<file path="src/rtl/lqrc_pkg.sv">
`timescale 1ns / 1ps

package lqrc_pkg;

  // Event codes carried in the op field
  typedef enum logic [2:0] {
    OP_TRIGGER     = 3'd0,
    OP_EXPECT_PUSH = 3'd1,
    OP_POLL        = 3'd2,
    OP_START       = 3'd3,
    OP_END         = 3'd4
  } op_t;

  // Configuration register indexes
  localparam int CFG_IDX_W  = 3;
  localparam int CFG_DATA_W = 20;
  localparam logic [CFG_IDX_W-1:0] CFG_RESP_TMO   = 3'd0;
  localparam logic [CFG_IDX_W-1:0] CFG_RETRY_LIM  = 3'd1;
  localparam logic [CFG_IDX_W-1:0] CFG_IDLE_RETRY = 3'd2;
  localparam logic [CFG_IDX_W-1:0] CFG_STREAM_LIM = 3'd3;

  // Register reset values
  localparam logic [15:0] RESP_TMO_RST   = 16'd1500;
  localparam logic [3:0]  RETRY_LIM_RST  = 4'd2;
  localparam logic [15:0] IDLE_RETRY_RST = 16'd2500;
  localparam logic [19:0] STREAM_LIM_RST = 20'd60000;

  // Queue between front and back
  localparam int QDEPTH = 4;
  localparam int QPTR_W = $clog2(QDEPTH);

  typedef struct packed {
    logic [2:0]  op;
    logic [31:0] now_ms;
    logic        boot_done;
    logic        main_page_on;
    logic        send_accepted;
  } in_item_t;

  typedef struct packed {
    logic       send_request;
    logic       accepts_data;
    logic       pending_flag;
    logic       started_flag;
    logic       complete_flag;
    logic       failed_flag;
    logic       expired_flag;
    logic       deferred_flag;
    logic [3:0] retries_used;
    logic       event_accepted;
  } out_item_t;

  // Decoded event class, at most one bit set (none for unknown codes)
  typedef struct packed {
    logic is_trigger;
    logic is_push;
    logic is_poll;
    logic is_start;
    logic is_end;
  } ev_kind_t;

  typedef struct packed {
    ev_kind_t    kind;
    logic [31:0] now_ms;
    logic        boot_done;
    logic        main_page_on;
    logic        send_accepted;
  } ev_item_t;

endpackage

</file>
<file path="src/rtl/lqrc_front.sv">
`timescale 1ns / 1ps

module lqrc_front (
  input  logic                clk,
  input  logic                rst_n,
  input  logic                in_valid,
  output logic                in_stall,
  input  lqrc_pkg::in_item_t  in_data,
  input  logic                q_full,
  output logic                q_push,
  output lqrc_pkg::ev_item_t  q_wdata
);
  import lqrc_pkg::*;

  ev_item_t ev_r, ev_nxt;
  logic     valid_r, valid_nxt;
  logic     accept;

  assign q_push   = valid_r && !q_full;
  assign in_stall = valid_r && q_full;
  assign accept   = in_valid && !in_stall;
  assign q_wdata  = ev_r;

  // Classify the incoming event
  always_comb begin
    ev_nxt = '0;
    case (op_t'(in_data.op))
      OP_TRIGGER:     ev_nxt.kind.is_trigger = 1'b1;
      OP_EXPECT_PUSH: ev_nxt.kind.is_push    = 1'b1;
      OP_POLL:        ev_nxt.kind.is_poll    = 1'b1;
      OP_START:       ev_nxt.kind.is_start   = 1'b1;
      OP_END:         ev_nxt.kind.is_end     = 1'b1;
      default:        ev_nxt.kind            = '0;
    endcase
    ev_nxt.now_ms        = in_data.now_ms;
    ev_nxt.boot_done     = in_data.boot_done;
    ev_nxt.main_page_on  = in_data.main_page_on;
    ev_nxt.send_accepted = in_data.send_accepted;
  end

  // Holding stage valid
  always_comb begin
    valid_nxt = valid_r;
    if (accept) begin
      valid_nxt = 1'b1;
    end else if (q_push) begin
      valid_nxt = 1'b0;
    end
  end

  always_ff @(posedge clk) begin
    if (!rst_n) begin
      valid_r <= 1'b0;
    end else begin
      valid_r <= valid_nxt;
    end
  end

  always_ff @(posedge clk) begin
    if (accept) begin
      ev_r <= ev_nxt;
    end
  end

endmodule

</file>
<file path="src/rtl/lqrc_queue.sv">
`timescale 1ns / 1ps

module lqrc_queue (
  input  logic                clk,
  input  logic                rst_n,
  input  logic                push,
  input  lqrc_pkg::ev_item_t  wdata,
  output logic                full,
  input  logic                pop,
  output logic                empty,
  output lqrc_pkg::ev_item_t  rdata
);
  import lqrc_pkg::*;

  ev_item_t          mem [QDEPTH];
  logic [QPTR_W-1:0] wr_ptr_r, wr_ptr_nxt;
  logic [QPTR_W-1:0] rd_ptr_r, rd_ptr_nxt;
  logic [QPTR_W:0]   count_r, count_nxt;

  assign full  = (count_r == (QPTR_W+1)'(QDEPTH));
  assign empty = (count_r == '0);
  assign rdata = mem[rd_ptr_r];

  // Pointer and fill count update
  always_comb begin
    wr_ptr_nxt = push ? wr_ptr_r + 1'b1 : wr_ptr_r;
    rd_ptr_nxt = pop ? rd_ptr_r + 1'b1 : rd_ptr_r;
    count_nxt  = count_r;
    if (push && !pop) begin
      count_nxt = count_r + 1'b1;
    end else if (pop && !push) begin
      count_nxt = count_r - 1'b1;
    end
  end

  always_ff @(posedge clk) begin
    if (!rst_n) begin
      wr_ptr_r <= '0;
      rd_ptr_r <= '0;
      count_r  <= '0;
    end else begin
      wr_ptr_r <= wr_ptr_nxt;
      rd_ptr_r <= rd_ptr_nxt;
      count_r  <= count_nxt;
    end
  end

  always_ff @(posedge clk) begin
    if (push) begin
      mem[wr_ptr_r] <= wdata;
    end
  end

endmodule

</file>
<file path="src/rtl/lqrc_back.sv">
`timescale 1ns / 1ps

module lqrc_back (
  input  logic                              clk,
  input  logic                              rst_n,
  input  logic                              q_empty,
  input  lqrc_pkg::ev_item_t                q_rdata,
  output logic                              q_pop,
  output logic                              out_valid,
  input  logic                              out_stall,
  output lqrc_pkg::out_item_t               out_data,
  input  logic                              cfg_valid,
  output logic                              cfg_ready,
  input  logic [lqrc_pkg::CFG_IDX_W-1:0]    cfg_index,
  input  logic [lqrc_pkg::CFG_DATA_W-1:0]   cfg_wdata
);
  import lqrc_pkg::*;

  // Configuration
  logic [15:0] resp_tmo_r;
  logic [3:0]  retry_lim_r;
  logic [15:0] idle_retry_r;
  logic [19:0] stream_lim_r;

  // Query state
  logic        pend_r, pend_nxt;
  logic        strt_r, strt_nxt;
  logic        cmpl_r, cmpl_nxt;
  logic        fail_r, fail_nxt;
  logic        expd_r, expd_nxt;
  logic        dfrd_r, dfrd_nxt;
  logic        wpush_r, wpush_nxt;
  logic [3:0]  rcnt_r, rcnt_nxt;
  logic [31:0] req_t_r, req_t_nxt;
  logic [31:0] act_t_r, act_t_nxt;
  logic [31:0] idle_t_r, idle_t_nxt;

  out_item_t   res_r, res_nxt;
  logic        out_valid_r, out_valid_nxt;

  logic        snd;
  logic        ev;
  logic        done;
  ev_item_t    it;

  // Wrap-safe interval check
  function automatic logic elapsed(input logic [31:0] t_now, input logic [31:0] since,
                                   input logic [19:0] ival);
    logic [31:0] d;
    d = t_now - since;
    return !d[31] && (d >= {12'd0, ival});
  endfunction

  assign cfg_ready = 1'b1;
  assign q_pop     = !q_empty && (!out_valid_r || !out_stall);
  assign out_valid = out_valid_r;
  assign out_data  = res_r;
  assign it        = q_rdata;

  // Event execution
  always_comb begin
    pend_nxt   = pend_r;
    strt_nxt   = strt_r;
    cmpl_nxt   = cmpl_r;
    fail_nxt   = fail_r;
    expd_nxt   = expd_r;
    dfrd_nxt   = dfrd_r;
    wpush_nxt  = wpush_r;
    rcnt_nxt   = rcnt_r;
    req_t_nxt  = req_t_r;
    act_t_nxt  = act_t_r;
    idle_t_nxt = idle_t_r;
    snd        = 1'b0;
    ev         = 1'b0;
    done       = 1'b0;

    if (it.kind.is_trigger) begin
      rcnt_nxt  = '0;
      wpush_nxt = 1'b0;
      fail_nxt  = 1'b0;
      expd_nxt  = 1'b0;
      pend_nxt  = 1'b0;
      strt_nxt  = 1'b0;
      cmpl_nxt  = 1'b0;
      dfrd_nxt  = !it.boot_done;
      snd       = it.boot_done;
    end

    if (it.kind.is_push) begin
      rcnt_nxt  = '0;
      fail_nxt  = 1'b0;
      expd_nxt  = 1'b0;
      strt_nxt  = 1'b0;
      cmpl_nxt  = 1'b0;
      wpush_nxt = 1'b1;
      pend_nxt  = 1'b1;
      dfrd_nxt  = !it.boot_done;
      req_t_nxt = it.now_ms;
      act_t_nxt = it.now_ms;
    end

    if (it.kind.is_poll) begin
      // deferred push: hold until boot, then restart the silence window
      if (dfrd_r && wpush_r) begin
        if (!it.boot_done) begin
          done = 1'b1;
        end else begin
          dfrd_nxt = 1'b0;
          if (!strt_r && !cmpl_r && !fail_r) begin
            req_t_nxt = it.now_ms;
            act_t_nxt = it.now_ms;
          end
        end
      end
      if (!done && pend_r && expd_r) begin
        done = 1'b1;
      end
      // stream silence or total length exceeded
      if (!done && pend_r && strt_r &&
          (elapsed(it.now_ms, act_t_nxt, {4'd0, resp_tmo_r}) ||
           elapsed(it.now_ms, req_t_nxt, stream_lim_r))) begin
        expd_nxt = 1'b1;
        fail_nxt = 1'b1;
        done     = 1'b1;
      end
      // no response started in time
      if (!done && pend_r && !strt_r &&
          elapsed(it.now_ms, req_t_nxt, {4'd0, resp_tmo_r})) begin
        done = 1'b1;
        if (wpush_r) begin
          snd = 1'b1;
        end else if (rcnt_r < retry_lim_r) begin
          pend_nxt = 1'b0;
          strt_nxt = 1'b0;
          rcnt_nxt = rcnt_r + 4'd1;
          snd      = 1'b1;
        end else begin
          strt_nxt   = 1'b0;
          idle_t_nxt = it.now_ms;
          pend_nxt   = 1'b1;
          expd_nxt   = 1'b1;
          fail_nxt   = 1'b1;
        end
      end
      // deferred trigger released by boot
      if (!done && dfrd_nxt && !pend_r && it.boot_done) begin
        done     = 1'b1;
        dfrd_nxt = 1'b0;
        snd      = 1'b1;
      end
      // idle retry on the main page
      if (!done && !pend_r && !cmpl_r && !fail_r && it.main_page_on &&
          it.boot_done && elapsed(it.now_ms, idle_t_r, {4'd0, idle_retry_r})) begin
        rcnt_nxt = '0;
        snd      = 1'b1;
      end
    end

    if (it.kind.is_start && pend_r) begin
      ev = 1'b1;
      if (!expd_r) begin
        strt_nxt  = 1'b1;
        act_t_nxt = it.now_ms;
      end
    end

    if (it.kind.is_end) begin
      pend_nxt = 1'b0;
      if (pend_r && strt_r && !expd_r) begin
        cmpl_nxt = 1'b1;
        rcnt_nxt = '0;
      end else if (pend_r) begin
        cmpl_nxt   = 1'b0;
        fail_nxt   = 1'b1;
        idle_t_nxt = req_t_r;
      end
      strt_nxt = 1'b0;
      expd_nxt = 1'b0;
      ev       = pend_r;
    end

    // request issued this step
    if (snd) begin
      req_t_nxt  = it.now_ms;
      act_t_nxt  = it.now_ms;
      idle_t_nxt = it.now_ms;
      wpush_nxt  = 1'b0;
      strt_nxt   = 1'b0;
      cmpl_nxt   = 1'b0;
      pend_nxt   = it.send_accepted;
      if (!it.send_accepted) begin
        fail_nxt = 1'b1;
      end
    end

    res_nxt.send_request   = snd;
    res_nxt.accepts_data   = !expd_nxt && (!pend_nxt || strt_nxt);
    res_nxt.pending_flag   = pend_nxt;
    res_nxt.started_flag   = strt_nxt;
    res_nxt.complete_flag  = cmpl_nxt;
    res_nxt.failed_flag    = fail_nxt;
    res_nxt.expired_flag   = expd_nxt;
    res_nxt.deferred_flag  = dfrd_nxt;
    res_nxt.retries_used   = rcnt_nxt;
    res_nxt.event_accepted = ev;
  end

  // Output register valid
  always_comb begin
    out_valid_nxt = out_valid_r;
    if (q_pop) begin
      out_valid_nxt = 1'b1;
    end else if (!out_stall) begin
      out_valid_nxt = 1'b0;
    end
  end

  always_ff @(posedge clk) begin
    if (!rst_n) begin
      pend_r      <= 1'b0;
      strt_r      <= 1'b0;
      cmpl_r      <= 1'b0;
      fail_r      <= 1'b0;
      expd_r      <= 1'b0;
      dfrd_r      <= 1'b0;
      wpush_r     <= 1'b0;
      rcnt_r      <= '0;
      req_t_r     <= '0;
      act_t_r     <= '0;
      idle_t_r    <= '0;
      out_valid_r <= 1'b0;
    end else begin
      out_valid_r <= out_valid_nxt;
      if (q_pop) begin
        pend_r   <= pend_nxt;
        strt_r   <= strt_nxt;
        cmpl_r   <= cmpl_nxt;
        fail_r   <= fail_nxt;
        expd_r   <= expd_nxt;
        dfrd_r   <= dfrd_nxt;
        wpush_r  <= wpush_nxt;
        rcnt_r   <= rcnt_nxt;
        req_t_r  <= req_t_nxt;
        act_t_r  <= act_t_nxt;
        idle_t_r <= idle_t_nxt;
      end
    end
  end

  always_ff @(posedge clk) begin
    if (q_pop) begin
      res_r <= res_nxt;
    end
  end

  // Configuration writes
  always_ff @(posedge clk) begin
    if (!rst_n) begin
      resp_tmo_r   <= RESP_TMO_RST;
      retry_lim_r  <= RETRY_LIM_RST;
      idle_retry_r <= IDLE_RETRY_RST;
      stream_lim_r <= STREAM_LIM_RST;
    end else if (cfg_valid && cfg_ready) begin
      case (cfg_index)
        CFG_RESP_TMO:   resp_tmo_r   <= cfg_wdata[15:0];
        CFG_RETRY_LIM:  retry_lim_r  <= cfg_wdata[3:0];
        CFG_IDLE_RETRY: idle_retry_r <= cfg_wdata[15:0];
        CFG_STREAM_LIM: stream_lim_r <= cfg_wdata;
        default: ;
      endcase
    end
  end

  // Expired only ever stands on a pending, failed query
  a_expired_implies: assert property (@(posedge clk) disable iff (!rst_n)
    expd_r |-> (pend_r && fail_r))
    else $error("expired without pending and failed");

  // A completed query is never still pending
  a_complete_idle: assert property (@(posedge clk) disable iff (!rst_n)
    cmpl_r |-> !pend_r)
    else $error("complete while pending");

  // A sent request restarts all three timestamps together
  a_send_stamps: assert property (@(posedge clk) disable iff (!rst_n)
    (q_pop && snd) |=> (req_t_r == act_t_r && act_t_r == idle_t_r))
    else $error("timestamps differ after send");

  // Every executed event shows up in the output register
  a_pop_loads: assert property (@(posedge clk) disable iff (!rst_n)
    q_pop |=> out_valid_r)
    else $error("executed event lost");

endmodule

</file>
<file path="src/rtl/list_query_retry_controller_top.sv">
`timescale 1ns / 1ps

// List query retry controller. Takes one event per clock while not stalled
// (trigger, expect push, poll, response start, response end) and returns
// one status result per event, in order. An accepted event passes a decode
// register, a four-entry queue and the execution stage, whose output register
// holds the result; sustained rate is one event per cycle while out_stall is
// low, set by the execution stage, which updates the query flags and does its
// four wrap-safe timestamp checks. The output register and the queue absorb
// a stalled result while new events keep coming in.
// Configuration writes are taken at any time on the cfg port (always ready)
// and should be made only while no event is in flight. No clearing pass is
// needed after reset.
module list_query_retry_controller_top (
  input  logic                              clk,
  input  logic                              rst_n,
  input  logic                              in_valid,
  output logic                              in_stall,
  input  lqrc_pkg::in_item_t                in_data,
  output logic                              out_valid,
  input  logic                              out_stall,
  output lqrc_pkg::out_item_t               out_data,
  input  logic                              cfg_valid,
  output logic                              cfg_ready,
  input  logic [lqrc_pkg::CFG_IDX_W-1:0]    cfg_index,
  input  logic [lqrc_pkg::CFG_DATA_W-1:0]   cfg_wdata
);
  import lqrc_pkg::*;

  logic     q_full;
  logic     q_empty;
  logic     q_push;
  logic     q_pop;
  ev_item_t q_wdata;
  ev_item_t q_rdata;

  // Decode front end
  lqrc_front u_front (
    .clk      (clk),
    .rst_n    (rst_n),
    .in_valid (in_valid),
    .in_stall (in_stall),
    .in_data  (in_data),
    .q_full   (q_full),
    .q_push   (q_push),
    .q_wdata  (q_wdata)
  );

  // Event queue
  lqrc_queue u_queue (
    .clk   (clk),
    .rst_n (rst_n),
    .push  (q_push),
    .wdata (q_wdata),
    .full  (q_full),
    .pop   (q_pop),
    .empty (q_empty),
    .rdata (q_rdata)
  );

  // Execution and output register
  lqrc_back u_back (
    .clk       (clk),
    .rst_n     (rst_n),
    .q_empty   (q_empty),
    .q_rdata   (q_rdata),
    .q_pop     (q_pop),
    .out_valid (out_valid),
    .out_stall (out_stall),
    .out_data  (out_data),
    .cfg_valid (cfg_valid),
    .cfg_ready (cfg_ready),
    .cfg_index (cfg_index),
    .cfg_wdata (cfg_wdata)
  );

endmodule
</file>
<file path="config.mk">
export PLATFORM = sky130hd
export DESIGN_NAME = list_query_retry_controller_top
export DESIGN_NICKNAME = d
export VERILOG_FILES = /design/src/rtl/lqrc_pkg.sv /design/src/rtl/lqrc_front.sv /design/src/rtl/lqrc_queue.sv /design/src/rtl/lqrc_back.sv /design/src/rtl/list_query_retry_controller_top.sv
export SDC_FILE = /design/constraint.sdc
export NUM_CORES = 1
export LEC_CHECK = 0
export BUFFER_PORTS_ARGS = -buffer_cell sky130_fd_sc_hd__buf_2
export CAP_MARGIN = 20
export CELL_PAD_IN_SITES_DETAIL_PLACEMENT = 2
export CELL_PAD_IN_SITES_GLOBAL_PLACEMENT = 2
export CORE_MARGIN = 8
export CORE_UTILIZATION = 37
export DETAILED_ROUTE_END_ITERATION = 8
export GPL_ROUTABILITY_DRIVEN = 1
export PLACE_DENSITY = 0.8
export SLEW_MARGIN = 5
export SYNTH_ARGS = -nofsm -noshare
export SYNTH_HDL_FRONTEND = slang
export SYNTH_HIERARCHICAL = 1
export SYNTH_SLANG_ARGS = --single-unit
</file>
<file path="constraint.sdc">
create_clock -name clk -period 7.55 [get_ports clk]
set_input_delay 0.755 -clock clk [delete_from_list [all_inputs] [get_ports clk]]
set_output_delay 0.755 -clock clk [all_outputs]
set_load 0.03 [all_outputs]
</file>
### Word level (Yosys, flattened, before mapping)

Memories as Yosys holds them, arrays and structs flattened. A register that Yosys moved wholly into a read port is not among the register bits.
Index checks and enable logic that the tools add are counted.

* bits in registers: 225
* bits in writable memories: 160
* bits of input ports: 66
* logic and storage cells: 254
* memories: 1

Memory list
* u_queue.mem: words 4, bits a word 40, rd ports 1, clocked after memory_dff 1, write ports 1, RTL line lqrc_queue.sv:15 `ev_item_t mem [QDEPTH];`

* $add $sub $neg: 8
* $lt $le $gt $ge: 5
* equality and inequality tests: 9
* mux-type cells: 121
* reduce and logical (&&, ||, !) cells: 71

Operators by type and width (number)
* $mux 32: 24
* $ge 32x16->1: 3
* $sub 32x32->32: 3
* $mux 1: 84
* $mux 4: 9
* $logic_and 1x1->1: 34
* $ge 32x20->1: 1
* $logic_not 1->1: 23
* $eq 3x2->1 const B: 4
* $reduce_and 2->1: 5
* $logic_not 3->1: 3
* $eq 3x1->1 const B: 2
* $eq 3x3->1 const B: 2
* $mux 3: 2
* $add 2x1->2 const B: 2
* $add 4x1->4 const B: 1
* $lt 4x4->1: 1
* $mux 2: 2
* $reduce_bool 2->1: 2
* $add 3x1->3 const B: 1
* $logic_or 1x1->1: 3
* $reduce_bool 3->1: 1
* $sub 3x1->3 const B: 1
* $ne 2x1->1 const B: 1

### Depth between registers and ports, before layout

Gate-level depths: netlist of the first run.

* depth after elaboration: 39
* depth in mapped cells: 34
* mapped depth without buffers: 28

### Hierarchy

The synthesis of the first run kept the hierarchy.

By module, submodules not included
* lqrc_back: instances 1, cells each 1959, area each 14905.5 um^2, seq. area each 3673.5 um^2
* lqrc_queue: instances 1, cells each 252, area each 6262.3 um^2, seq. area each 4984.8 um^2
* lqrc_front: instances 1, cells each 50, area each 1287.5 um^2, seq. area each 1221.2 um^2

### Worst setup path before layout of the first run

OpenSTA, ideal clock, no wires.

* path type: register to register
* start point: register with a tool-made name
* end point: register u_back.res_r (netlist bit u_back/out_data[4]), data pin
* library setup time: 0.174 ns
* arrival time: 6.945 ns
* data required time: 7.376 ns
* setup slack: 0.430 ns
* stages on the path, launching flop included: 33
* clock period less this slack: 7.120 ns
* cells stage by stage: dfxtp_1 > buf_6 > buf_12 > mux4_2 > nor4b_4 > a21oi_1 > clkbuf_1 > clkbuf_1 > clkbuf_1 > nand2_1 > nand2_1 > ha_1 > inv_1 > fa_1 > and2_1 > a221oi_2 > o21ai_0 > a21oi_1 > o21bai_1 > a21o_1 > a21oi_1 > xnor2_1 > ha_1 > nand2_1 > o21ai_0 > a31oi_1 > a21oi_1 > or3_1 > or4_4 > o211a_1 > o41ai_4 > inv_1 > a311oi_1

RTL lines
* end signal: assignment: RTL line lqrc_back.sv:252 `res_r <= res_nxt;`
* end: declaration: RTL line lqrc_back.sv:38 `out_item_t res_r, res_nxt;`

==> metrics.yaml, run 1 <==
critical_path:
  critPathMaxFanout: 24
  cp.arrival_ns: 7.53
  cp-end-kind: "register"
  start_kind: "register"
  cp.required_ns: 7.88
  critPathKind: "register to register"
cts:
  cts_buffers: 46
  clk_transition_reported_paths_ns: 0.06
  cts_setup_buffers: 0
  clock_latency_ns: 0.61
  ctsHoldBuffers: 0
  cts-root-buf: "clkbuf_16"
  clock_sinks: 387
  cts_buffer_depth: 3
  cts_tree: "built"
  cts_max_level: 2
cells_and_area:
  fin_nets: 2552
  syn_to_final_growth_pct: 13.3
  antenna_cells: 0
  regArea_um2: 9880
  drive_above_1_share_pct: 12.1
  fill_cells: 6415
  multi_input_area_um2: 11600
sta:
  maxSlewViolCount: 0
  finalHoldViolCount: 0
  fin_ws_ns: 0.354
  worstMarginPinSlew_ns: 1.04
  fin_crit_sh_pct: 95.3
  max_freq_mhz: 139
  clock_skew_ns: 0.0375
  finalCriticalPeriod_ns: 7.20
  rsz0062_at_grt: "no"
  max-slew-margin-rel_pct: 30.7
  setup_viol: 0
logic_synthesis:
  async_reset_ff_share_pct: 0
  synth_warnings: 6
  ys.flop_type: "edfxtp_1"
  synth_edf_count: 213
  ys_seq_area_share_pct: 44.0
  netlist.area_leader.share_pct: 28.5
  synth_seq_cells: 387
  synthesis.nets: 2501
  synthTopCellsByArea: "edfxtp_1, dfxtp_1, ha_1"
  netlist_instances: 2261
  synth.most_common_cell: "a21oi_1"
  ys_types: 95
  yosys.area.top_type: "edfxtp_1"
  synth_common_cells: "a21oi_1, nand2_1, edfxtp_1, dfxtp_1, ha_1"
  postSynthAreaPerCell_um2: 9.93
  syn_area_um2: 22500
min_path:
  worstHoldStart: "in_data[20]"
  hold_path_class: "primary input to register"
route:
  wl_per_cell_um: 25.6
  drt-pass1-iter-count: 5
  viasPerCell: 5.93
  ant_nets: 0
  wl_mm: 80.2
  drc_errors: 0
  drt-initial-drc-count: 1151
  via_count: 18600
global_route:
  grt_use_total_pct: 22.6
  grt_pass1_wl_mm: 124
  antenna_found_initial: 1
  grt_pass1_vias: 20400
  grt_max_degree: 76
  grt_overflow: 0
floorplanning:
  io_pins: 82
  die_height_um: 262
  rows: 90
  core_um2: 60100
  dieWidth_um: 262
  dieArea_um2: 68800
  initial_core_util_pct: 37.3
place:
  place.detailed.hpwl_mm: 58.9
  place.gp.congestion: 0.867
  pre_cts_ws_ns: -0.149
  portBuffers: 80
status:
  status: "complete, no violations"
flow_run:
  cap_violations: 0
==> state kept, by name (all words and copies together), names as in the netlist, 2 cells and up, named ones only <==
name,count
u_back/idle_t_r,32
u_queue/wr_ptr_r,2
u_back/req_t_r,32
u_front/q_wdata,40
u_back/rcnt_r,4
u_queue/mem,160
u_back/out_data,13
u_queue/rd_ptr_r,2
u_back/stream_lim_r,20
u_back/retry_lim_r,4
u_back/act_t_r,32
u_back/idle_retry_r,16
u_back/resp_tmo_r,16
u_queue/count_r,3
==> placed cells by master (no fill, tap or decap), drive strengths merged, types with 16 or more instances in the layout <==
| master | instances |
|---|---|
| a211oi | 18 |
| a21o | 55 |
| a21oi | 234 |
| a22oi | 35 |
| a31oi | 24 |
| and2 | 26 |
| buf | 123 |
| clkbuf | 59 |
| clkinv | 16 |
| dfxtp | 174 |
| edfxtp | 213 |
| ha | 170 |
| inv | 132 |
| mux2i | 40 |
| mux4 | 40 |
| nand2 | 228 |
| nand2b | 16 |
| nand3 | 59 |
| nand4 | 23 |
| nor2 | 117 |
| nor2b | 44 |
| nor3 | 28 |
| o211ai | 48 |
| o21a | 18 |
| o21ai | 123 |
| o2bb2ai | 31 |
| xnor2 | 40 |
| xor2 | 29 |
==> repair_timing <==
action / 4_1_cts / 5_1_grt
resized for setup: 1 / 13
endpoints found under the hold margin: 0 / 0
endpoints found under the setup margin: 3 / 116
==> critical path, cell delays in order, from the launching register on <==
cell       delay [ns]
dfxtp_4          0.48
mux4_2           0.62
nor4b_4          0.19
a21oi_4          0.21
buf_4            0.34
nor2b_1          0.12
a21oi_1          0.34
ha_1             0.38
a21o_1           0.21
a21oi_1          0.14
o21ai_0          0.25
a311oi_1         0.71
o21ai_0          0.30
xor2_1           0.22
ha_1             0.33
and4_1           0.23
a21oi_1          0.17
nand3_1          0.12
a31oi_1          0.17
o211ai_1         0.11
nor4_1           0.22
o2111ai_1        0.19
o311a_1          0.39
and3b_1          0.37
a21oi_1          0.11
==> logic make-up (layout without fill, tap and decap cells) <==
kind of cell | Yosys count | in the layout | synth area share [%]
AO/OA/AOI/OAI | 686 | 686 | 19.7
multiplexers | 81 | 81 | 5.84
buffers and inverters | 249 | 338 | 4.66
other | 1 | 1 | 0.0167
AND/OR/NAND/NOR | 614 | 614 | 13.2
flip-flops | 387 | 387 | 44.0
XOR/XNOR | 69 | 69 | 2.69
adder cells (fa/ha/maj) | 174 | 174 | 9.83
==> cell type report <==
class	instances	area share, %
multi-input cells	1625	45.7
clock inverters	27	1.25
repair buffers	123	3.39
inverters	129	1.90
flip-flops and latches	387	38.9
well taps	782	3.85
clock buffers	59	5.04
==> layer usage <==
| layer | part of all wire (%) | track usage (%) | up-vias |
|---|---|---|---|
| li1 | - | - | 8485 |
| met1 | 45 | 29.4 | 9514 |
| met2 | 48 | 38.9 | 455 |
| met3 | 4.6 | 3.32 | 129 |
| met4 | 2.5 | 6.22 | 2 |
| met5 | 0.012 | 0 | - |
==> per-stage QoR <==
step | hold slack [ns] | setup TNS [ns] | cell area, µm² | std cells | util [%]
after CTS | 0.280 | 0 | 25300 | 3128 | 42.1
after global routing | 0.290 | 0 | 25400 | 3132 | 42.3
final | 0.318 | 0 | 25400 | 3132 | 42.3
after floorplan | 0.432 | 0 | 22500 | 2261 | -
after global placement | 0.443 | 0 | 23700 | 3042 | 39.4
after detailed placement | 0.447 | -0.405 | 23700 | 3042 | 39.4
==> path summary, 6_finish.rpt <==
check | end | depth (start not counted) | slack, ns
worst min register to register | u_back/idle_t_r[16] | 1 | 0.46
worst max register to register | u_back/out_data[6] | 24 | 0.35
worst max-delay path | u_back/out_data[6] | 24 | 0.35
worst min-delay path | u_front/q_wdata[20] | 1 | 0.32
Power of run 1 is not shown: default switching activity piles up to over one toggle a cycle in this logic, so the estimate is an artifact.
==> inputs of run 2 (changes only) <==
--- a/config.mk
+++ b/config.mk
@@ -11,6 +11,7 @@
 export CELL_PAD_IN_SITES_GLOBAL_PLACEMENT = 2
 export CORE_MARGIN = 8
 export CORE_UTILIZATION = 37
+export CTS_BUF_LIST = sky130_fd_sc_hd__clkbuf_16
 export DETAILED_ROUTE_END_ITERATION = 8
 export GPL_ROUTABILITY_DRIVEN = 1
 export PLACE_DENSITY = 0.8
==> run 2 against run 1 <==
Compared with the run above: wire length is essentially flat; highest routed layer unchanged; maximum frequency is essentially flat; worst setup slack lost 0.0025 ns; largest cell class unchanged; register-to-register slack is essentially flat; cell count is the same; sequential share of layout area grew 0.088 points.
==> metrics.yaml, run 2 (same netlist as run 1, synthesis figures left out) <==
status:
  status: "complete, no violations"  # unchanged
cts:
  ctsHoldBuffers: 0  # unchanged
  cts_max_level: 2  # unchanged
  clock_sinks: 387  # unchanged
  clock_latency_ns: 0.62  # was 0.61 ns
  clk_transition_reported_paths_ns: 0.06  # about the same
  cts_tree: "built"  # unchanged
  cts-root-buf: "clkbuf_16"  # unchanged
  cts_buffer_depth: 3  # unchanged
  cts_buffers: 46  # unchanged
  cts_setup_buffers: 0  # unchanged
place:
  place.gp.congestion: 0.867  # unchanged
  portBuffers: 80  # unchanged
  place.detailed.hpwl_mm: 58.9  # unchanged
  placed_area_um2: 23700  # unchanged
sta:
  setup_viol: 0  # unchanged
  rsz0062_at_grt: "no"  # unchanged
  fin_crit_sh_pct: 95.3  # about the same
  worstMarginPinSlew_ns: 1.06  # was 1.04 ns
  finalCriticalPeriod_ns: 7.20  # about the same
  maxSlewViolCount: 0  # unchanged
  clock_skew_ns: 0.0390  # was 0.0375 ns
  finalHoldViolCount: 0  # unchanged
  max-slew-margin-rel_pct: 29.5  # was 30.7%
  max_freq_mhz: 139  # about the same
critical_path:
  rrSetupSlack_ns: 0.35  # about the same
  critPathMostFrequentCell: "a21oi_1"  # unchanged
  cp.required_ns: 8.01  # was 7.88 ns
  critPathKind: "register to register"  # unchanged
  cp.buffers_inverters: 2  # was 1
  critPathMaxFanout: 32  # was 24
  slowest_delay_ns: 0.62  # was 0.71 ns
  cp_num_cells: 27  # was 24
  cp-end-kind: "register"  # unchanged
  start_kind: "register"  # unchanged
  slowest_stage: "mux4_2"  # was a311oi_1
  cp.arrival_ns: 7.65  # was 7.53 ns
  reg2reg_depth: 27  # was 24
  crit_family: "compound AO/OA/AOI/OAI gates"  # unchanged
route:
  drc_errors: 0  # unchanged
  ant_nets: 0  # unchanged
  via_count: 18600  # about the same
  wl_mm: 80.3  # was 80.2 mm
  wl_per_cell_um: 25.6  # about the same
  drt-pass1-iter-count: 5  # unchanged
  viasPerCell: 5.94  # was 5.93
  drt-initial-drc-count: 1151  # unchanged
cells_and_area:
  fin_area_um2: 25400  # about the same
  largest_register: "u_queue/mem"  # unchanged
  syn_to_final_growth_pct: 13.0  # was 13.3%
  drive_above_1_share_pct: 11.9  # was 12.1%
  antenna_cells: 0  # unchanged
  most-common-layout-cells: "a21oi_1, nand2_1, edfxtp_1"  # unchanged
  fin_nets: 2552  # unchanged
  largest_reg_flops: 160  # unchanged
  final_common_cell: "a21oi_1"  # unchanged
floorplanning:
  core_um2: 60100  # unchanged
  dieArea_um2: 68800  # unchanged
  die_height_um: 262  # unchanged
  rows: 90  # unchanged
  initial_core_util_pct: 37.3  # unchanged
  io_pins: 82  # unchanged
  dieWidth_um: 262  # unchanged
global_route:
  grt_max_degree: 76  # unchanged
  grt_overflow: 0  # unchanged
  antenna_found_initial: 1  # unchanged
  grt_use_total_pct: 22.6  # about the same
  grt_pass1_vias: 20400  # about the same
  grt_pass1_wl_mm: 124  # about the same
min_path:
  hold_path_class: "primary input to register"  # unchanged
  whs_path_depth: 1  # unchanged
  worstHoldStart: "in_data[28]"  # was in_data[20]
flow_run:
  cap_violations: 0  # unchanged
## run 2: cell count changes in the layout (fill, tap and decap cells not counted), sizes merged
| cell | before | now |
|---|---|---|
| clkbuf | 59 | 47 |
| clkinv | 16 | 22 |
| inv | 132 | 138 |
## run 2: final timing paths
kind / to
setup / recovery: u_back/idle_t_r[19]
hold / removal: u_front/q_wdata[28]
setup reg to reg: u_back/idle_t_r[19]
hold reg to reg: u_back/idle_t_r[16]
## run 2: metrics by stage
| step | setup TNS [ns] | instances | utilization [%] | setup WS (ns) | hold WS, ns |
|---|---|---|---|---|---|
| global route | 0 | 3132 | 42.2 | 0.00168 | 0.290 |
| global placement | 0 | 3042 | 39.4 | 0.325 | 0.443 |
| CTS | 0 | 3128 | 42.0 | 0.0707 | 0.280 |
| floorplan | 0 | 2261 | - | 0.430 | 0.432 |
| detailed placement | -0.405 | 3042 | 39.4 | -0.149 | 0.447 |
| finish | 0 | 3132 | 42.2 | 0.352 | 0.316 |
## run 2: final cells by class
cell class              count  area [µm²]
fillers                  6427       34800
multi-input cells        1625       11600
flip-flops and latches    387        9880
clock buffers              47        1180
well taps                 782         978
repair buffers            123         862
inverters                 129         484
clock inverters            39         363
## run 2: repair_timing
| action | 4_1_cts | 5_1_grt |
|---|---|---|
| endpoints found under the setup margin | 3 | 116 |
| gates cloned | 0 | 0 |
| resized for setup | 1 | 14 |
| endpoints found under the hold margin | 0 | 0 |
## run 2: layer usage
layer	routed length, µm	part of all wire, %	GRT usage, %
met5	11	0.014	0
met4	1940	2.4	6.19
met3	3460	4.3	3.30
met2	38700	48	38.9
met1	36100	45	29.3
Power of run 2 is left out for the same reason.
==> inputs of run 3 (changes only) <==
--- a/config.mk
+++ b/config.mk
@@ -5,15 +5,16 @@
 export SDC_FILE = /design/constraint.sdc
 export NUM_CORES = 1
 export LEC_CHECK = 0
+export ABC_CLOCK_PERIOD_IN_PS = 7550
 export BUFFER_PORTS_ARGS = -buffer_cell sky130_fd_sc_hd__buf_2
 export CAP_MARGIN = 20
 export CELL_PAD_IN_SITES_DETAIL_PLACEMENT = 2
 export CELL_PAD_IN_SITES_GLOBAL_PLACEMENT = 2
-export CORE_MARGIN = 8
 export CORE_UTILIZATION = 37
 export CTS_BUF_LIST = sky130_fd_sc_hd__clkbuf_16
 export DETAILED_ROUTE_END_ITERATION = 8
 export GPL_ROUTABILITY_DRIVEN = 1
+export MAX_ROUTING_LAYER = met4
 export PLACE_DENSITY = 0.8
 export SLEW_MARGIN = 5
 export SYNTH_ARGS = -nofsm -noshare
==> run 3 against run 2 <==
Compared with the run above: register-to-register slack got worse by 0.07 ns; highest routed layer is now met4; cell area rose by 0.51%; wire length rose by 0.58%; clock-buffer cell count rose by 1; cell count rose by 0.19%; first-iteration DRC count fell by 0.35%; non-clock buffer count rose by 15; worst hold slack improved by 0.0066 ns; clock skew fell by 0.0079 ns.
==> metrics.yaml, run 3 (same netlist as run 1, synthesis figures left out) <==
cts:
  ctsHoldBuffers: 0  # unchanged
  clock_sinks: 387  # unchanged
  cts_buffers: 46  # unchanged
  cts_tree: "built"  # unchanged
  clk_transition_reported_paths_ns: 0.06  # about the same
  cts_buffer_depth: 3  # unchanged
  clock_latency_ns: 0.61  # was 0.62 ns
  cts-root-buf: "clkbuf_16"  # unchanged
  cts_max_level: 2  # unchanged
floorplanning:
  core_um2: 59500  # was 60100 µm²
  rows: 89  # was 90
  io_pins: 82  # unchanged
  die_height_um: 248  # was 262 µm
  initial_core_util_pct: 37.8  # was 37.3%
  dieArea_um2: 61700  # was 68800 µm²
  dieWidth_um: 248  # was 262 µm
critical_path:
  critPathMaxFanout: 32  # unchanged
  cp.buffers_inverters: 4  # was 2
  slowest_delay_ns: 0.54  # was 0.62 ns
  slowest_stage: "or4_4"  # was mux4_2
  cp.arrival_ns: 7.72  # was 7.65 ns
  crit_family: "compound AO/OA/AOI/OAI gates"  # unchanged
  start_kind: "register"  # unchanged
  cp.required_ns: 8.00  # was 8.01 ns
  critPathKind: "register to register"  # unchanged
  cp-end-kind: "register"  # unchanged
cells_and_area:
  fill_cells: 6301  # was 6427
  largest_reg_flops: 160  # unchanged
  utilization_pct: 42.9  # was 42.2%
  drive_above_1_share_pct: 12.7  # was 11.9%
  multi_input_area_um2: 11700  # was 11600 µm²
  syn_to_final_growth_pct: 13.6  # was 13.0%
  regArea_um2: 9880  # about the same
  most-common-layout-cells: "a21oi_1, nand2_1, edfxtp_1"  # unchanged
  antenna_cells: 0  # unchanged
  instances_no_fill: 3138  # was 3132
  largest_register: "u_queue/mem"  # unchanged
  final_common_cell: "a21oi_1"  # unchanged
  fin_nets: 2567  # was 2552
place:
  pre_cts_ws_ns: -0.390  # was -0.149 ns
  place.gp.congestion: 0.953  # was 0.867
  portBuffers: 80  # unchanged
  place_inst: 3035  # was 3042
  place.detailed.hpwl_mm: 58.8  # was 58.9 mm
min_path:
  hold_path_class: "primary input to register"  # unchanged
route:
  drt-pass1-iter-count: 5  # unchanged
  drt-initial-drc-count: 1147  # was 1151
  wl_mm: 80.7  # was 80.3 mm
  wl_per_cell_um: 25.7  # was 25.6 µm
  viasPerCell: 5.94  # about the same
  via_count: 18700  # was 18600
  ant_nets: 0  # unchanged
  drc_errors: 0  # unchanged
sta:
  max_freq_mhz: 138  # was 139 MHz
  fin_crit_sh_pct: 96.3  # was 95.3%
  clock_skew_ns: 0.0311  # was 0.0390 ns
  maxSlewViolCount: 0  # unchanged
  whs_ns: 0.323  # was 0.316 ns
  worstMarginPinSlew_ns: 1.03  # was 1.06 ns
  fin_ws_ns: 0.282  # was 0.352 ns
  setup_viol: 0  # unchanged
  finalHoldViolCount: 0  # unchanged
  finalCriticalPeriod_ns: 7.27  # was 7.20 ns
  max-slew-margin-rel_pct: 31.5  # was 29.5%
flow_run:
  cap_violations: 0  # unchanged
global_route:
  antenna_found_initial: 0  # was 1
  grt_overflow: 0  # unchanged
  grt_pass1_vias: 20100  # was 20400
  grt_use_total_pct: 26.9  # was 22.6%
  grt_max_degree: 94  # was 76
  grt_pass1_wl_mm: 123  # was 124 mm
status:
  status: "complete, no violations"  # unchanged
run 3: changes by cell type in the layout (fill, tap and decap cells not counted), sizes merged:
cell	before	now
clkinvlp	3	4
clkinv	22	17
buf	123	138
clkbuf	47	48
bufinv	5	2
inv	138	144
run 3: final timing paths:
| kind | cells after the start | slack [ns] | endpoint | start |
|---|---|---|---|---|
| worst min-delay path | 1 | 0.32 | u_front/q_wdata[21] | in_data[21] |
| worst max-delay path | 30 | 0.28 | u_back/idle_t_r[24] | register |
| worst max register to register | 30 | 0.28 | u_back/idle_t_r[24] | register |
| worst min register to register | 2 | 0.46 | u_back/stream_lim_r[10] | u_back/stream_lim_r[10] |
run 3: layout make-up:
type	count	share of cell area [%]
clock buffers	48	4.71
clock inverters	38	1.09
inverters	129	1.90
multi-input cells	1625	45.9
flip-flops and latches	387	38.7
well taps	773	3.79
repair buffers	138	3.88
run 3: stage by stage:
step	setup TNS, ns	cell area [µm²]
after floorplan	0	22500
after global placement	-2.17	23700
after detailed placement	-22.86	23700
after CTS	0	25200
after global routing	-0.0929	25500
final	0	25500
run 3: worst register-to-register path: cells and delay by family (launching register included):
| kind | cells | cell delay, ns |
|---|---|---|
| AO/OA/AOI/OAI | 14 | 2.60 |
| buffers and inverters | 4 | 0.61 |
| AND/OR/NAND/NOR | 7 | 2.01 |
| multiplexers | 1 | 0.46 |
| adder cells (fa/ha/maj) | 3 | 0.92 |
| flip-flops | 1 | 0.33 |
| XOR/XNOR | 1 | 0.19 |
run 3: layer usage:
layer / global-route usage [%] / vias up / wire [µm]
met1: 35.0 / 9601 / 36700
li1: - / 8526 / -
met2: 44.0 / 412 / 38600
met4: 7.46 / 0 / 2160
met3: 3.26 / 111 / 3270
met5: - / - / 0
run 3: what timing repair did:
item / 4_1_cts / 5_1_grt
endpoints found under the setup margin: 115 / 114
gates cloned: 0 / 0
setup buffers: 3 / 9
pin swaps: 2 / 5
gates resized for setup: 7 / 25
endpoints found under the hold margin: 0 / 0
Power of run 3 is left out for the same reason.
